<file path="config.mk">
export PLATFORM = sky130hd
export DESIGN_NAME = csv_separator_detector
export DESIGN_NICKNAME = d
export VERILOG_FILES = /design/src/rtl/core/csvsep_pkg.sv /design/src/rtl/core/csv_separator_detector.sv
export VERILOG_INCLUDE_DIRS = /design/src /design/src/rtl/core
export SDC_FILE = /design/constraint.sdc
export NUM_CORES = 1
export LEC_CHECK = 0
export ABC_AREA = 1
export BUFFER_PORTS_ARGS = -buffer_cell sky130_fd_sc_hd__buf_2
export CAP_MARGIN = 20
export CORE_MARGIN = 2
export CORE_UTILIZATION = 63
export CTS_CLUSTER_DIAMETER = 40
export DETAILED_ROUTE_END_ITERATION = 12
export PLACE_DENSITY = 0.85
export SETUP_SLACK_MARGIN = 0.02
export SLEW_MARGIN = 10
export SYNTH_ARGS = -nofsm -noshare
export SYNTH_HDL_FRONTEND = slang
export SYNTH_SLANG_ARGS = --single-unit
</file>
<file path="constraint.sdc">
create_clock -name clk -period 3.6 [get_ports clk]
set_clock_uncertainty 0.05 [all_clocks]
set_input_delay 0.18 -clock clk [delete_from_list [all_inputs] [get_ports clk]]
set_output_delay 0.18 -clock clk [all_outputs]
set_load 0.03 [all_outputs]
</file>
<file path="src/rtl/core/csv_separator_detector_macros.svh">
// Assertion macros for the separator detector.
// Define ASSERT_OFF to compile the checks out.
`ifndef CSV_SEPARATOR_DETECTOR_MACROS_SVH
`define CSV_SEPARATOR_DETECTOR_MACROS_SVH

`ifndef ASSERT_OFF

// cond must hold at every clock edge outside reset
`define CSVSEP_ASSERT_ALWAYS(label, cond) \
  label: assert property (@(posedge clk) disable iff (rst) (cond)) \
    else $error("csv separator detector check failed");

// cons must hold in the cycle after ante
`define CSVSEP_ASSERT_NEXT(label, ante, cons) \
  label: assert property (@(posedge clk) disable iff (rst) (ante) |=> (cons)) \
    else $error("csv separator detector check failed");

`else

`define CSVSEP_ASSERT_ALWAYS(label, cond)
`define CSVSEP_ASSERT_NEXT(label, ante, cons)

`endif

`endif

</file>
<file path="src/rtl/core/csvsep_pkg.sv">
package csvsep_pkg;

  localparam int NUM_CAND        = 4;
  localparam int CAND_IDX_W      = 2;
  localparam int COUNT_WIDTH_DEF = 16;
  localparam int CFG_INDEX_W     = 8;

  typedef logic [7:0] byte_t;

  localparam byte_t LINE_END   = 8'd10;
  localparam byte_t QUOTE_BYTE = 8'd34;

  // comma, period, space, semicolon
  localparam byte_t CAND_RESET [NUM_CAND] = '{8'd44, 8'd46, 8'd32, 8'd59};

  typedef enum logic [1:0] {
    QM_OUT  = 2'd0,
    QM_IN   = 2'd1,
    QM_SEEN = 2'd2,
    QM_FAIL = 2'd3
  } qmode_t;

endpackage

</file>
<file path="src/rtl/core/csv_separator_detector.sv">
// Separator detector: streams a text file in one byte per transaction (byte 10
// ends a line, end_of_file marks the last byte) and reports which of four
// programmable candidate characters splits every line into the same number of
// unquoted separators, nonzero on each line after the first. Bytes are taken at
// one per cycle; the four quote machines and saturating COUNT_WIDTH-bit counters
// update in the cycle a byte is accepted, and the single result appears in the
// output register in the cycle after the last byte. A last byte is held off only
// while the previous result still sits unread in that register. After each
// report the line and candidate state returns to its reset value; the candidate
// characters keep their programmed values. Write candidate characters only while idle.
module csv_separator_detector
  import csvsep_pkg::*;
#(
  parameter int COUNT_WIDTH = COUNT_WIDTH_DEF
) (
  input  logic                   clk,
  input  logic                   rst,
  // byte stream
  input  logic                   in_valid,
  output logic                   in_stall,
  input  logic [7:0]             text_byte,
  input  logic                   end_of_file,
  // result
  output logic                   out_valid,
  input  logic                   out_stall,
  output logic                   found,
  output logic [CAND_IDX_W-1:0]  separator_index,
  output logic [7:0]             separator_char,
  // configuration writes
  input  logic                   cfg_valid,
  output logic                   cfg_ready,
  input  logic [CFG_INDEX_W-1:0] cfg_index,
  input  logic [7:0]             cfg_data
);

`include "csv_separator_detector_macros.svh"

  localparam logic [COUNT_WIDTH-1:0] COUNT_MAX = {COUNT_WIDTH{1'b1}};

  byte_t                  cand_char [NUM_CAND];
  qmode_t                 qmode [NUM_CAND];
  qmode_t                 qmode_next [NUM_CAND];
  logic [COUNT_WIDTH-1:0] count [NUM_CAND];
  logic [COUNT_WIDTH-1:0] count_next [NUM_CAND];
  logic [COUNT_WIDTH-1:0] first_count [NUM_CAND];
  logic [COUNT_WIDTH-1:0] first_count_next [NUM_CAND];
  logic [NUM_CAND-1:0]    alive;
  logic [NUM_CAND-1:0]    alive_next;
  logic                   on_first_line;
  logic                   on_first_line_next;
  logic                   line_has_bytes;
  logic                   line_has_bytes_next;

  logic                   in_acc;
  logic                   is_lf;
  logic                   line_done;
  logic                   res_found;
  logic [CAND_IDX_W-1:0]  res_index;
  byte_t                  res_char;

  assign is_lf     = (text_byte == LINE_END);
  assign line_done = is_lf || end_of_file;
  // only a last byte needs room in the output register
  assign in_stall  = out_valid && out_stall && end_of_file;
  assign in_acc    = in_valid && !in_stall;
  assign cfg_ready = 1'b1;

  always_comb begin
    qmode_t                 m;
    logic [COUNT_WIDTH-1:0] c;
    logic [COUNT_WIDTH-1:0] lc;
    logic                   is_q;
    logic                   is_s;

    for (int k = 0; k < NUM_CAND; k++) begin
      m    = qmode[k];
      c    = count[k];
      is_q = (text_byte == QUOTE_BYTE);
      is_s = (text_byte == cand_char[k]);
      if (!is_lf) begin
        case (qmode[k])
          QM_OUT: begin
            if (is_q) begin
              m = QM_IN;
            end else if (is_s && c != COUNT_MAX) begin
              c = c + COUNT_WIDTH'(1);
            end
          end
          QM_IN: begin
            if (is_q) begin
              m = QM_SEEN;
            end
          end
          QM_SEEN: begin
            if (is_q) begin
              m = QM_IN;
            end else if (is_s) begin
              m = QM_OUT;
              if (c != COUNT_MAX) begin
                c = c + COUNT_WIDTH'(1);
              end
            end else begin
              m = QM_FAIL;
            end
          end
          default: m = QM_FAIL;
        endcase
      end

      // open or broken quote at line end zeroes the line
      lc = (m == QM_IN || m == QM_FAIL) ? '0 : c;

      qmode_next[k]       = m;
      count_next[k]       = c;
      first_count_next[k] = first_count[k];
      alive_next[k]       = alive[k];
      if (line_done) begin
        if (on_first_line) begin
          first_count_next[k] = lc;
        end else if (alive[k] && (lc != first_count[k] || lc == '0)) begin
          alive_next[k] = 1'b0;
        end
        qmode_next[k] = QM_OUT;
        count_next[k] = '0;
      end
    end

    on_first_line_next  = line_done ? 1'b0 : on_first_line;
    line_has_bytes_next = line_done ? 1'b0 : (line_has_bytes || !is_lf);

    // lowest surviving index wins
    res_found = 1'b0;
    res_index = '0;
    res_char  = '0;
    for (int k = NUM_CAND - 1; k >= 0; k--) begin
      if (alive_next[k]) begin
        res_found = 1'b1;
        res_index = CAND_IDX_W'(k);
        res_char  = cand_char[k];
      end
    end

    if (end_of_file) begin
      for (int k = 0; k < NUM_CAND; k++) begin
        qmode_next[k]       = QM_OUT;
        count_next[k]       = '0;
        first_count_next[k] = '0;
      end
      alive_next          = '1;
      on_first_line_next  = 1'b1;
      line_has_bytes_next = 1'b0;
    end
  end

  always_ff @(posedge clk) begin
    if (rst) begin
      for (int k = 0; k < NUM_CAND; k++) begin
        cand_char[k]   <= CAND_RESET[k];
        qmode[k]       <= QM_OUT;
        count[k]       <= '0;
        first_count[k] <= '0;
      end
      alive          <= '1;
      on_first_line  <= 1'b1;
      line_has_bytes <= 1'b0;
    end else begin
      if (cfg_valid && cfg_ready && cfg_index < CFG_INDEX_W'(NUM_CAND)) begin
        cand_char[cfg_index[CAND_IDX_W-1:0]] <= cfg_data;
      end
      if (in_acc) begin
        qmode          <= qmode_next;
        count          <= count_next;
        first_count    <= first_count_next;
        alive          <= alive_next;
        on_first_line  <= on_first_line_next;
        line_has_bytes <= line_has_bytes_next;
      end
    end
  end

  always_ff @(posedge clk) begin
    if (rst) begin
      out_valid <= 1'b0;
    end else if (in_acc && end_of_file) begin
      out_valid <= 1'b1;
    end else if (out_valid && !out_stall) begin
      out_valid <= 1'b0;
    end
  end

  // load the result with the last byte of the file
  always_ff @(posedge clk) begin
    if (in_acc && end_of_file) begin
      found           <= res_found;
      separator_index <= res_index;
      separator_char  <= res_char;
    end
  end

  `CSVSEP_ASSERT_ALWAYS(a_stall_needs_result, !in_stall || out_valid)
  `CSVSEP_ASSERT_NEXT(a_eof_clears, in_acc && end_of_file,
                      out_valid && on_first_line && (&alive) && !line_has_bytes)
  `CSVSEP_ASSERT_ALWAYS(a_none_is_zero,
                        !out_valid || found || (separator_index == '0 && separator_char == '0))
  `CSVSEP_ASSERT_NEXT(a_line_end_clears, in_acc && text_byte == LINE_END, !line_has_bytes)

endmodule
</file>
# Word-level counts from Yosys, hierarchy flattened
# Memories as Yosys holds them, arrays and structs flattened.
# Index checks and enable logic that the tools add are counted.
[totals]
ff_bits = 153
ram_bits = 32
input_bits = 30
out_inout_bits = 14
wordCells = 204
memories = 1
[op_classes]
n_addsub = 4
magnitude_cmp = 1
n_eq_ne = 30
mux = 108
reduce_logical = 41
[memory_table]
columns = ["memory", "depth", "width", "rd", "rd_clocked_by_memory_dff", "write_ports", "line", "source"]
rows = [
  ["cand_char", 4, 8, 4, 0, 4, "csv_separator_detector.sv:40", "byte_t cand_char [NUM_CAND];"],
]
[ops]
columns = ["op", "count"]
rows = [
  ["2-to-1 mux 16 bit", 40],
  ["2-to-1 mux 64 bit", 2],
  ["one-hot mux 16 bit (2 select lines)", 4],
  ["adder 16 x 1 -> 16 bit (second input constant)", 4],
  ["zero test 16 bit", 4],
  ["inequality test 16 bit", 4],
  ["inequality test 16 bit (second input constant)", 4],
  ["2-to-1 mux 2 bit", 27],
  ["2-to-1 mux 8 bit", 6],
  ["== test 8 bit", 4],
  ["2-to-1 mux 1 bit", 24],
  ["one-hot mux 2 bit (3 select lines)", 4],
  ["== test 2 x 1 -> 1 bit (second input constant)", 8],
  ["== test 2 bit (second input constant)", 8],
  ["logical AND 1 bit", 14],
  ["logical OR 1 bit", 9],
  ["== test 8 x 4 -> 1 bit (second input constant)", 1],
  ["== test 8 x 6 -> 1 bit (second input constant)", 1],
  ["zero test 2 bit", 4],
  ["less-than comparator 8 x 3 -> 1 bit (second input constant)", 1],
  ["OR reduction 8 bit", 1],
  ["nonzero test 2 bit", 3],
  ["2-to-1 mux 4 bit", 1],
  ["AND reduction 3 bit", 1],
  ["other kinds (4)", 5],
]

# Longest topological paths before layout
# Gate-level depths: netlist of run 1.
# An unclocked memory read counts as a cell.
[depth]
word_depth = 19
mapped_depth = 28
ltp_nobuf = 26

# Worst setup path before layout of run 1
# Ideal clock, no wire load.
[synth_path]
path_type = "reg2reg"
startpoint = "register count[16] in the netlist's numbering"
endpoint = "register separator_char[0], data pin"
setup_ns = 0.252
arrival_time_ns = 2.529
required_ns = 3.298
setup_slack_ns = 0.769
path_stages_with_launch = 26
n_path_buf = 2
period_less_slack_ns = 2.831
cell_sequence = "dfxtp_1 > ha_1 > nand3_1 > inv_1 > nand2_1 > inv_1 > nand2_1 > nand3_2 > nor2_4 > buf_6 > nand2_1 > nand3_1 > nand2_1 > nand2_1 > nand3_1 > nor2_1 > nand3_1 > nor2_1 > nand2_1 > nand2_2 > nand2_2 > buf_6 > nand2_1 > nand2_1 > nand2_1 > nand2_1"
[synth_via]
elab_chain_len = 16
elab_cells_between_ends = 21
classes_between = "add/sub: 1; eq/ne: 2; mux: 14; reduce/logical: 4"
[synth_rtl]
columns = ["item", "line", "source"]
rows = [
  ["from (decl)", "csv_separator_detector.sv:43", "logic [COUNT_WIDTH-1:0] count [NUM_CAND];"],
  ["from (signal assigned)", "csv_separator_detector.sv:172", "count <= count_next;"],
  ["adder 16 x 1 -> 16 bit / inequality test 16 bit (equally long branches)", "n/a", ""],
  ["2-to-1 mux 16 bit / logical AND 1 bit (equally long branches)", "csv_separator_detector.sv:99, csv_separator_detector.sv:85", ""],
  ["2-to-1 mux 16 bit (on tied branches)", "csv_separator_detector.sv:97, csv_separator_detector.sv:85", ""],
  ["2-to-1 mux 16 bit (on tied branches)", "csv_separator_detector.sv:95, csv_separator_detector.sv:83", ""],
  ["one-hot mux 16 bit (2 select lines)", "csv_separator_detector.sv:81", "case (qmode[k])"],
  ["2-to-1 mux 16 bit (*)", "csv_separator_detector.sv:80", "if (!is_lf) begin"],
  ["2-to-1 mux 16 bit (*)", "csv_separator_detector.sv:111", "lc = (m == QM_IN || m == QM_FAIL) ? '0 : c;"],
  ["inequality test 16 bit / zero test 16 bit (equally long branches)", "csv_separator_detector.sv:120", "end else if (alive[k] && (lc != first_count[k] || lc == '0)) begin"],
  ["logical OR 1 bit (*)", "csv_separator_detector.sv:120", ""],
  ["logical AND 1 bit (*)", "csv_separator_detector.sv:120", ""],
  ["2-to-1 mux 1 bit (*)", "csv_separator_detector.sv:120", ""],
  ["2-to-1 mux 1 bit (*)", "csv_separator_detector.sv:118", "if (on_first_line) begin"],
  ["2-to-1 mux 1 bit (*)", "csv_separator_detector.sv:117", "if (line_done) begin"],
  ["2-to-1 mux 8 bit (*) (3 in series)", "csv_separator_detector.sv:136", "if (alive_next[k]) begin"],
  ["named net res_char[0]", "csv_separator_detector.sv:59", "byte_t res_char;"],
  ["to (signal assigned)", "csv_separator_detector.sv:196", "separator_char <= res_char;"],
  ["to (decl)", "csv_separator_detector.sv:28", "output logic [7:0] separator_char,"],
]
# Mark *: on every way through the listed nets, which the timed path passes. The rest lies on a longest branch.
# A chain may end at the register's enable or synchronous reset.

# Worst setup path in the final report of run 1
[layout_path]
startpoint = "register count[33] in the netlist's numbering"
endpoint = "register separator_char[2], data pin"
[layout_via]
elab_chain_len = 15
elab_cells_between_ends = 20
classes_between = "add/sub: 1; eq/ne: 2; mux: 13; reduce/logical: 4"
[layout_rtl]
columns = ["item", "line"]
rows = [
  ["adder 16 x 1 -> 16 bit / inequality test 16 bit (equally long branches)", "n/a"],
  ["2-to-1 mux 16 bit / logical AND 1 bit (equally long branches)", "csv_separator_detector.sv:99, csv_separator_detector.sv:85"],
  ["2-to-1 mux 16 bit (on tied branches)", "csv_separator_detector.sv:97, csv_separator_detector.sv:85"],
  ["2-to-1 mux 16 bit (on tied branches)", "csv_separator_detector.sv:95, csv_separator_detector.sv:83"],
  ["one-hot mux 16 bit (2 select lines)", "csv_separator_detector.sv:81"],
  ["2-to-1 mux 16 bit (*)", "csv_separator_detector.sv:80"],
  ["2-to-1 mux 16 bit (*)", "csv_separator_detector.sv:111"],
  ["inequality test 16 bit / zero test 16 bit (equally long branches)", "csv_separator_detector.sv:120"],
  ["logical OR 1 bit (*)", "csv_separator_detector.sv:120"],
  ["logical AND 1 bit (*)", "csv_separator_detector.sv:120"],
  ["2-to-1 mux 1 bit (*)", "csv_separator_detector.sv:120"],
  ["2-to-1 mux 1 bit (*)", "csv_separator_detector.sv:118"],
  ["2-to-1 mux 1 bit (*)", "csv_separator_detector.sv:117"],
  ["2-to-1 mux 8 bit (*) (2 in series)", "csv_separator_detector.sv:136"],
  ["named net res_char[2]", "csv_separator_detector.sv:59"],
]
# Marks and branches as above.

==> results of run 1 <==
==> worst max-delay path: stages, from the launching register on <==
cell     delay (ns)
dfxtp_1        0.38
ha_2           0.22
nand2_1        0.09
nor2_1         0.10
nand2_1        0.13
nor2_2         0.12
nand3_1        0.11
inv_1          0.14
nor2_4         0.05
buf_12         0.15
nand4_1        0.12
nand3_1        0.15
nand2_1        0.09
nand2_1        0.05
nor2_1         0.17
nand3_1        0.11
nor2_1         0.15
nand3_2        0.21
nand2_4        0.17
nand3_1        0.09
nand2_1        0.11
inv_1          0.05
nand2_1        0.08
nand2_1        0.05
==> through the flow <==
stage / util (%) / worst slack [ns]
after detailed placement: 66.0 / -0.00962
after global placement: 66.0 / 0.0929
final: 70.8 / 0.200
after CTS: 69.6 / 0.0956
after global routing: 70.8 / -0.00966
after floorplan: - / 0.769
==> Yosys cell counts (all sizes together) <==
| master | instances |
|---|---|
| a21boi | 1 |
| a21oi | 147 |
| a22oi | 1 |
| a2bb2oi | 3 |
| a31oi | 4 |
| and2 | 2 |
| and3 | 1 |
| buf | 35 |
| clkbuf | 40 |
| clkinv | 6 |
| conb | 1 |
| dfxtp | 142 |
| edfxtp | 43 |
| ha | 4 |
| inv | 255 |
| nand2 | 768 |
| nand3 | 200 |
| nand3b | 18 |
| nand4 | 46 |
| nor2 | 199 |
| nor3 | 16 |
| nor4 | 3 |
| o211ai | 3 |
| o21a | 1 |
| o21ai | 23 |
| o21bai | 2 |
| or2 | 4 |
| xnor2 | 22 |
| xor2 | 22 |
==> layout make-up <==
| cell class | instances | area (µm²) | area share [%] |
|---|---|---|---|
| Clock buffer | 17 | 425 | 3.10 |
| Clock inverter | 15 | 203 | 1.48 |
| Inverter | 261 | 987 | 7.19 |
| Multi-Input combinational cell | 1495 | 7060 | 51.4 |
| Sequential cell | 185 | 4140 | 30.1 |
| Tap cell | 265 | 332 | 2.42 |
| Timing Repair Buffer | 76 | 582 | 4.24 |
==> final timing paths <==
check / from / slack, ns / end / cells after the start
worst max-delay path: count[33]$_SDFFE_PP0P_ / 0.20 / separator_char[2]$_DFFE_PP_ / 23
worst min-delay path: cfg_index[0] / 0.01 / cand_char[0][3]$_SDFFCE_PN1P_ / 3
worst min register to register: count[58]$_SDFFE_PP0P_ / 0.42 / count[58]$_SDFFE_PP0P_ / 2
worst max register to register: count[33]$_SDFFE_PP0P_ / 0.20 / separator_char[2]$_DFFE_PP_ / 23
==> registers in the layout (all words and copies together), names as in the netlist, 2 cells and up <==
signal           cells
alive                4
first_count         64
count               64
qmode                8
cand_char           32
separator_char       8
separator_index      2
==> placed cells by master (no fill, tap or decap), types with 3 or more instances in the layout <==
cell type,synthesis,final
nand4_1,44,44
a21oi_1,143,142
dfxtp_2,0,3
nor3_1,16,16
nand3_1,188,184
buf_2,11,41
nand2_2,14,16
buf_12,0,8
nand3_2,11,15
xnor2_2,3,3
dfxtp_1,142,139
or2_0,3,3
clkbuf_16,0,17
xnor2_1,19,19
nor2_4,9,10
dlygate4sd3_1,0,4
nand2_4,5,9
a21oi_2,3,4
nor2_1,178,174
buf_4,7,22
nand3b_1,18,18
edfxtp_1,43,43
clkinv_4,0,3
nand2_1,749,745
a2bb2oi_1,3,3
clkinv_1,4,4
nor2_2,11,15
nor4_1,3,3
o21ai_0,21,19
inv_2,14,14
xor2_1,22,22
a31oi_1,4,4
inv_8,0,6
inv_1,240,239
o211ai_1,3,3
==> repair_timing <==
action                                  4_1_cts  5_1_grt
pin swaps                                     1        9
hold buffers                                  4        0
buffers inserted                              4        8
hold endpoints to repair                      6        0
endpoints found under the setup margin       11       11
cloned                                        0        4
gates resized for setup                       0       31
==> logic make-up after synthesis <==
| logic type | Yosys count |
|---|---|
| and+or+nand+nor | 1257 |
| buffers and inverters | 336 |
| AOI/OAI and AO/OA | 185 |
| DFF | 185 |
| xor gates and xnor gates | 44 |
| adders and majority gates | 4 |
| other | 1 |
==> layer usage <==
layer / up-vias / part of all wire, %
met1: 5782 / 42
met3: 88 / 8.7
li1: 6392 / -
met2: 592 / 47
met4: 0 / 2.6
met5: - / 0
==> power by group <==
group          leakage, µW  switching, µW  internal, µW
combinational      0.00418            265          99.0
sequential         0.00156           24.9          2150
clock             0.000305            959          1070
total              0.00605           1250          3320
==> reports/results.tsv, run 1 <==
metric	value	unit
grt_pass1_wl	55100	µm
wl_per_cell	14.6	µm
insertion_delay	0.45	ns
gp_congestion	0.929	
finalPower	4570	µW
dp_cells	2262	
cts_tree	done	
yosysWarnings	0	
synth_seq_area_share	33.2	%
clock_sink_count	185	
synth_top_family_by_area	simple AND/OR/NAND/NOR gates	
start_util	64.1	%
fmax	294	MHz
status	finished, final reports clean	
rsz0062_at_grt	true	
layoutNonFillerInstCount	2314	
clk_transition_reported_paths	0.08	ns
synthAdderAreaFrac	0.402	%
tightest_slew	0.950	ns
clock_path_buffers	2	
end_kind	flip-flop	
routed_wl	33700	µm
htreeDepth	4	
grt_max_degree	76	
grt_pass1_vias	11600	
yosys.cell_types.count	49	
synth_compound_area_share	7.94	%
synth_mux_area_share	0	%
worstPathArrival	3.57	ns
die_w	145	µm
portBuffers	42	
routed_via_density	5.55	
synth_cells	2012	
yosys.area.top_type	dfxtp_1	
track_usage	33.0	%
leakage	0.00605	µW
synth.avg_cell_area	6.18	µm²
antenna_found_initial	0	
synth.ff_latch_count	185	
crit_type	reg2reg	
syn_nets	2046	
gr-max-usage-layer	met2	
num_vias	12900	
die_area	20900	µm²
post-route-period-util	94.5	%
hold_path_class	in2reg	
tns	0	ns
crit_required	3.77	ns
grt_use_met2	55.1	%
fp-row-count	51	
synthDominantCellAreaShare	22.8	%
hold_ws	0.0111	ns
path_max_fanout	17	
fp.coreArea	19400	µm²
drtIter0Drc	1623	
num_io_pins	44	
area_growth_syn_to_layout	10.3	%
root_buffer	clkbuf_16	
die_h	145	µm
finalHoldViolations	0	
cap_viol_max_count	0	
drt-pass1-iter-count	6	
synth_xor_area_share	3.28	%
final_nets	2070	
met3_usage	5.07	%
hpwlAfterDp	22800	µm
place_area	12800	µm²
synth_top_cells_by_area	dfxtp_1 23%, nand2_1 23%, edfxtp_1 10%	
final_cell_area	13700	µm²
cts_made_buffers	17	
drc_errors	0	
drive_gt1_share	10.3	%
slew_violations	0	
period_needed	3.40	ns
n_antenna_cell	0	
grt_overflow_total	0	
synth.cell_area	12400	µm²
fillers	1671	
postRouteAntennaNets	0	
use_met1	43.7	%
setup_viol	0	
critPathLaunchType	flip-flop	
ir_worst_vdd	0.000310	V
max_slew_margin	36.5	%
power_density	333	nW/µm²
synth-simple-area-share	44.0	%
Power figures use the tool's default switching activity.
==> inputs of run 2 (changes only) <==
--- a/config.mk
+++ b/config.mk
@@ -10,10 +10,10 @@
 export BUFFER_PORTS_ARGS = -buffer_cell sky130_fd_sc_hd__buf_2
 export CAP_MARGIN = 20
 export CORE_MARGIN = 2
-export CORE_UTILIZATION = 63
+export CORE_UTILIZATION = 68
 export CTS_CLUSTER_DIAMETER = 40
 export DETAILED_ROUTE_END_ITERATION = 12
-export PLACE_DENSITY = 0.85
+export PLACE_DENSITY = 0.9
 export SETUP_SLACK_MARGIN = 0.02
 export SLEW_MARGIN = 10
 export SYNTH_ARGS = -nofsm -noshare
==> constraint.sdc (replaced) <==
create_clock -name clk -period 4 [get_ports clk]
set_clock_uncertainty 0.05 [all_clocks]
set_input_delay 0.2 -clock clk [delete_from_list [all_inputs] [get_ports clk]]
set_output_delay 0.2 -clock clk [all_outputs]
set_load 0.03 [all_outputs]
==> run 2 against run 1 <==
Die area decreased by 7.2%. Register-to-register slack improved by 0.21 ns. Power decreased by 14%. Final area decreased by 3.4%. Sequential share of layout area increased by 1.0 points. First-iteration DRC count decreased by 27%. Via count decreased by 1.1%. Worst setup slack improved by 0.21 ns.
==> reports/results.tsv, run 2 (synthesis results as in run 1) <==
metric	value	unit
htreeDepth	4	
finalPower	3940	µW
die_area	19400	µm²
tightest_slew	0.998	ns
grt_use_met2	55.8	%
max_slew_margin	33.4	%
wl_per_cell	14.2	µm
crit_required	4.15	ns
gp_congestion	0.962	
cts_hold_buf	0	
met3_usage	4.47	%
cts_tree	done	
num_vias	12700	
reg_top3	count: 64 flops, first_count: 64 flops, cand_char: 32 flops	
rrSetupSlack	0.40	ns
fmax	278	MHz
hp-start	cfg_data[5]	
final_nets	2045	
insertion_delay	0.44	ns
n_antenna_cell	0	
drive_gt1_share	8.40	%
use_met1	42.6	%
crit_type	reg2reg	
end_kind	flip-flop	
post_cts_buffers	0	
grt_overflow_total	0	
cts-resized-gates	0	
routed_wl	32100	µm
power_density	297	nW/µm²
drc_errors	0	
die_w	139	µm
critPathLaunchType	flip-flop	
leakage	0.00587	µW
path_max_fanout	17	
grt_pass1_wl	53500	µm
worstPathArrival	3.75	ns
timing.rr.end	separator_char[3]$_DFFE_PP_	
cts_made_buffers	17	
slew_violations	0	
clock_path_buffers	2	
tns	0	ns
root_buffer	clkbuf_16	
ir_worst_vdd	0.000338	V
area_growth_syn_to_layout	6.65	%
track_usage	33.0	%
layoutNonFillerInstCount	2253	
grt_pass1_vias	11600	
setup_viol	0	
routed_via_density	5.64	
fp.coreArea	18000	µm²
dp_cells	2221	
fp-row-count	49	
timing.rr.start	cand_char[2][4]$_SDFFCE_PN0P_	
hold_path_class	in2reg	
antenna_found_initial	0	
finalHoldViolations	0	
hold_path_end	cand_char[0][5]$_SDFFCE_PN1P_	
hold_depth	3	
layout_common_cells	748 x nand2_1, 240 x inv_1, 188 x nand3_1	
status	finished, final reports clean	
period_needed	3.60	ns
rsz0062_at_grt	false	
start_util	69.3	%
portBuffers	42	
reg2reg_depth	22	
fillers	1468	
num_io_pins	44	
gr-max-usage-layer	met2	
die_h	139	µm
final_common_cell	nand2_1	
grt_max_degree	91	
post-route-period-util	89.9	%
drt-pass1-iter-count	6	
hpwlAfterDp	22100	µm
postRouteAntennaNets	0	
cap_viol_max_count	0	
clock_sink_count	185	
clk_transition_reported_paths	0.08	ns
drtIter0Drc	1179	
## run 2: cell count changes in the layout (fill, tap and decap cells not counted), moves of 4 or more
cell | before | now
nand3_1 | 184 | 188
buf_12 | 8 | 3
nor2_2 | 15 | 11
buf_4 | 22 | 11
nor2_1 | 174 | 178
nand3_2 | 15 | 11
nand2_4 | 9 | 5
dlygate4sd3_1 | 4 | 0
## run 2: power breakdown
part           leakage, µW  total [µW]  switching [µW]  internal [µW]
clock             0.000282        1680             844            834
combinational      0.00403         308             228           80.4
sequential         0.00156        1960            22.1           1930
## run 2: final cells by class
class / instances / area (µm²) / area share (%)
multi-input combinational: 1491 / 6940 / 52.3
tap: 229 / 287 / 2.16
inverter: 261 / 985 / 7.42
clock inverter: 15 / 153 / 1.15
sequential: 185 / 4130 / 31.2
timing repair buffer: 55 / 348 / 2.62
clock buffer: 17 / 425 / 3.21
## run 2: worst max-delay path, cell delays in order (launching register included)
cell and delay [ns]:
edfxtp_1 0.45, nand2_1 0.11, nand2_1 0.06, nor2_1 0.14, nand2_1 0.10, nor2_2 0.22
nand3_2 0.18, nor2_4 0.38, nand2_1 0.16, xnor2_2 0.22, nand2_1 0.10, nand2_1 0.07
nand2_1 0.07, nor2_1 0.12, nand2_1 0.06, nor2_1 0.09, nand2_1 0.09, nand2_2 0.17
nand2_2 0.19, nand2_1 0.12, nand2_1 0.07, nand2_1 0.07, nand2_1 0.05
## run 2: metrics by stage
step                area (µm²)  utilization (%)  setup slack [ns]  hold slack (ns)
CTS                      13300             73.9             0.430          0.00385
finish                   13300             73.9             0.405           0.0140
global placement         12700             70.6             0.600            0.403
floorplan                12400                -              1.17            0.332
detailed placement       12700             70.6             0.546            0.406
global route             13300             73.9            0.0263           0.0314
## run 2: layer usage
metal | part of all wire (%) | up-vias
li1 | - | 6343
met4 | 2.7 | 0
met1 | 43 | 5782
met2 | 48 | 506
met3 | 6.6 | 87
met5 | 0 | -
## run 2: worst max-delay path by stage
stage	slack (ns)	start	endpoint
after global placement	0.60	cand_char[0][1]$_SDFFCE_PN0P_	separator_index[0]$_SDFFCE_PP0P_
after global routing	0.03	cand_char[2][5]$_SDFFCE_PN1P_	separator_char[3]$_DFFE_PP_
after floorplan	1.17	count[16]$_SDFFE_PP0P_	separator_char[0]$_DFFE_PP_
final	0.40	cand_char[2][4]$_SDFFCE_PN0P_	separator_char[3]$_DFFE_PP_
after detailed placement	0.55	count[16]$_SDFFE_PP0P_	separator_char[4]$_DFFE_PP_
after CTS	0.43	cand_char[2][4]$_SDFFCE_PN0P_	separator_char[3]$_DFFE_PP_
==> inputs of run 3 (changes only) <==
--- a/config.mk
+++ b/config.mk
@@ -9,7 +9,6 @@
 export ABC_AREA = 1
 export BUFFER_PORTS_ARGS = -buffer_cell sky130_fd_sc_hd__buf_2
 export CAP_MARGIN = 20
-export CORE_MARGIN = 2
 export CORE_UTILIZATION = 68
 export CTS_CLUSTER_DIAMETER = 40
 export DETAILED_ROUTE_END_ITERATION = 12
==> run 3 against run 2 <==
Clock power grew 4%. Register-to-register slack lost 0.04 ns. Global-route usage grew 2.0 points. Via count shrank 0.14%. First-iteration DRC count grew 20%. Clock-buffer cell count is the same. Worst setup slack lost 0.036 ns. Maximum frequency shrank 1.0%. Sequential share of layout area shrank 0.23 points.
==> reports/results.tsv, run 3 (synthesis results as in run 1) <==
metric	value	unit
gp_congestion	0.964	
die_area	18800	µm²
critPathLaunchType	flip-flop	
insertion_delay	0.45	ns
path_max_fanout	13	
final_common_cell	nand2_1	
clock_sink_count	185	
portBuffers	42	
htreeDepth	4	
grt_overflow_total	0	
clock_path_buffers	2	
area_growth_syn_to_layout	7.45	%
setup_viol	0	
drtIter0Drc	1410	
cts_tree	done	
hold_path_class	in2reg	
power.share.clock	43.6	%
grt_pass1_vias	11200	
drc_errors	0	
num_io_pins	44	
clk_transition_reported_paths	0.08	ns
start_util	69.3	%
p_int	2910	µW
status	finished, final reports clean	
die_h	137	µm
routed_via_density	5.61	
antenna_found_initial	0	
drt-pass1-iter-count	7	
grt_pass1_wl	52300	µm
rrSetupSlack	0.37	ns
p_seq_share	48.7	%
final_cell_area	13400	µm²
slew_violations	0	
power_density	300	nW/µm²
switching_share	27.5	%
fmax	275	MHz
track_usage	35.0	%
wl_per_cell	14.2	µm
leakage	0.00593	µW
ir_worst_vdd	0.000327	V
num_vias	12700	
fp.coreArea	18000	µm²
cap_viol_max_count	0	
end_kind	flip-flop	
rsz0062_at_grt	false	
p_switching	1100	µW
reg_top3	count: 64 flops, first_count: 64 flops, cand_char: 32 flops	
worstPathArrival	3.79	ns
tightest_slew	0.966	ns
drive_gt1_share	8.85	%
period_needed	3.63	ns
tns	0	ns
pwr-share-comb	7.7	%
fin_util	74.4	%
cts_made_buffers	17	
post-route-period-util	90.8	%
fillers	1420	
postRouteAntennaNets	0	
finalPower	4020	µW
layout_common_cells	748 x nand2_1, 240 x inv_1, 188 x nand3_1	
place_area	12700	µm²
root_buffer	clkbuf_16	
crit_type	reg2reg	
die_w	137	µm
final_nets	2054	
crit_required	4.16	ns
grt_max_degree	89	
hpwlAfterDp	21900	µm
finalHoldViolations	0	
fp-row-count	49	
n_antenna_cell	0	
max_slew_margin	35.6	%
routed_wl	32200	µm
cts_hold_buf	0	
==> run 3: cell types whose count changed in the layout (fill, tap and decap cells not counted), sizes merged <==
cell	delta
buf	+9
clkinv	-2
clkinvlp	+1
bufinv	+1
==> run 3: stage by stage <==
step                      setup WS [ns]  std cells  hold WS [ns]
after floorplan                    1.17       2012         0.332
after global placement            0.477       2222         0.402
after detailed placement          0.468       2222         0.414
after CTS                         0.400       2254      0.000874
after global routing             0.0550       2262        0.0198
final                             0.368       2262       0.00189
==> run 3: area by class of cell <==
| cell class | count | area (µm²) | share of cell area (%) |
|---|---|---|---|
| Inverter | 261 | 985 | 7.37 |
| Clock inverter | 15 | 178 | 1.33 |
| Tap cell | 229 | 287 | 2.14 |
| Multi-Input combinational cell | 1491 | 6950 | 52.0 |
| Timing Repair Buffer | 64 | 415 | 3.11 |
| Sequential cell | 185 | 4130 | 30.9 |
| Clock buffer | 17 | 425 | 3.18 |
==> run 3: what timing repair did <==
| item | 4_1_cts | 5_1_grt |
|---|---|---|
| gates resized for setup | 0 | 1 |
| buffers inserted | 0 | 8 |
| setup endpoints to repair | 0 | 6 |
==> run 3: power groups by stage <==
| stage | combinational, µW | sequential [µW] | clock, µW |
|---|---|---|---|
| floorplan | 211 | 2000 | 0 |
| CTS | 304 | 1960 | 1750 |
| detailed placement | 300 | 2000 | 0 |
| finish | 309 | 1960 | 1750 |
| global placement | 296 | 2000 | 0 |
| global route | 338 | 1960 | 1830 |
==> run 3: worst max-delay path: stages (launching register included) <==
cell and delay [ns]:
dfxtp_1 0.35, ha_1 0.24, nand3_1 0.12, inv_1 0.08, nand2_1 0.10, inv_1 0.10, nand2_1 0.12, nand3_2 0.15
nor2_4 0.32, buf_4 0.17, nand2_1 0.05, a21oi_2 0.22, nand2_1 0.10, nand2_1 0.06, nand2_1 0.04, nor2_1 0.11
nand3_1 0.08, nor2_1 0.11, nand2_1 0.12, nand2_2 0.18, nand2_2 0.19, nand2_1 0.14, nand2_1 0.06, nand2_1 0.06
nand2_1 0.04
==> run 3: metal layers <==
| metal | wire length (µm) | vias to the layer above | share of wire [%] | GRT usage [%] |
|---|---|---|---|---|
| li1 | - | 6349 | - | - |
| met1 | 13400 | 5722 | 42 | 43.9 |
| met2 | 15500 | 536 | 48 | 59.2 |
| met3 | 2360 | 93 | 7.3 | 5.63 |
| met4 | 945 | 0 | 2.9 | 15.2 |
| met5 | 0 | - | 0 | 0 |
==> run 3: worst paths after layout <==
check                                       startpoint  depth (start not counted)                             to
worst max-delay path            count[16]$_SDFFE_PP0P_                         24    separator_char[3]$_DFFE_PP_
worst min-delay path                       cfg_data[3]                          3  cand_char[0][3]$_SDFFCE_PN1P_
worst max register to register  count[16]$_SDFFE_PP0P_                         24    separator_char[3]$_DFFE_PP_
worst min register to register  count[58]$_SDFFE_PP0P_                          2         count[58]$_SDFFE_PP0P_
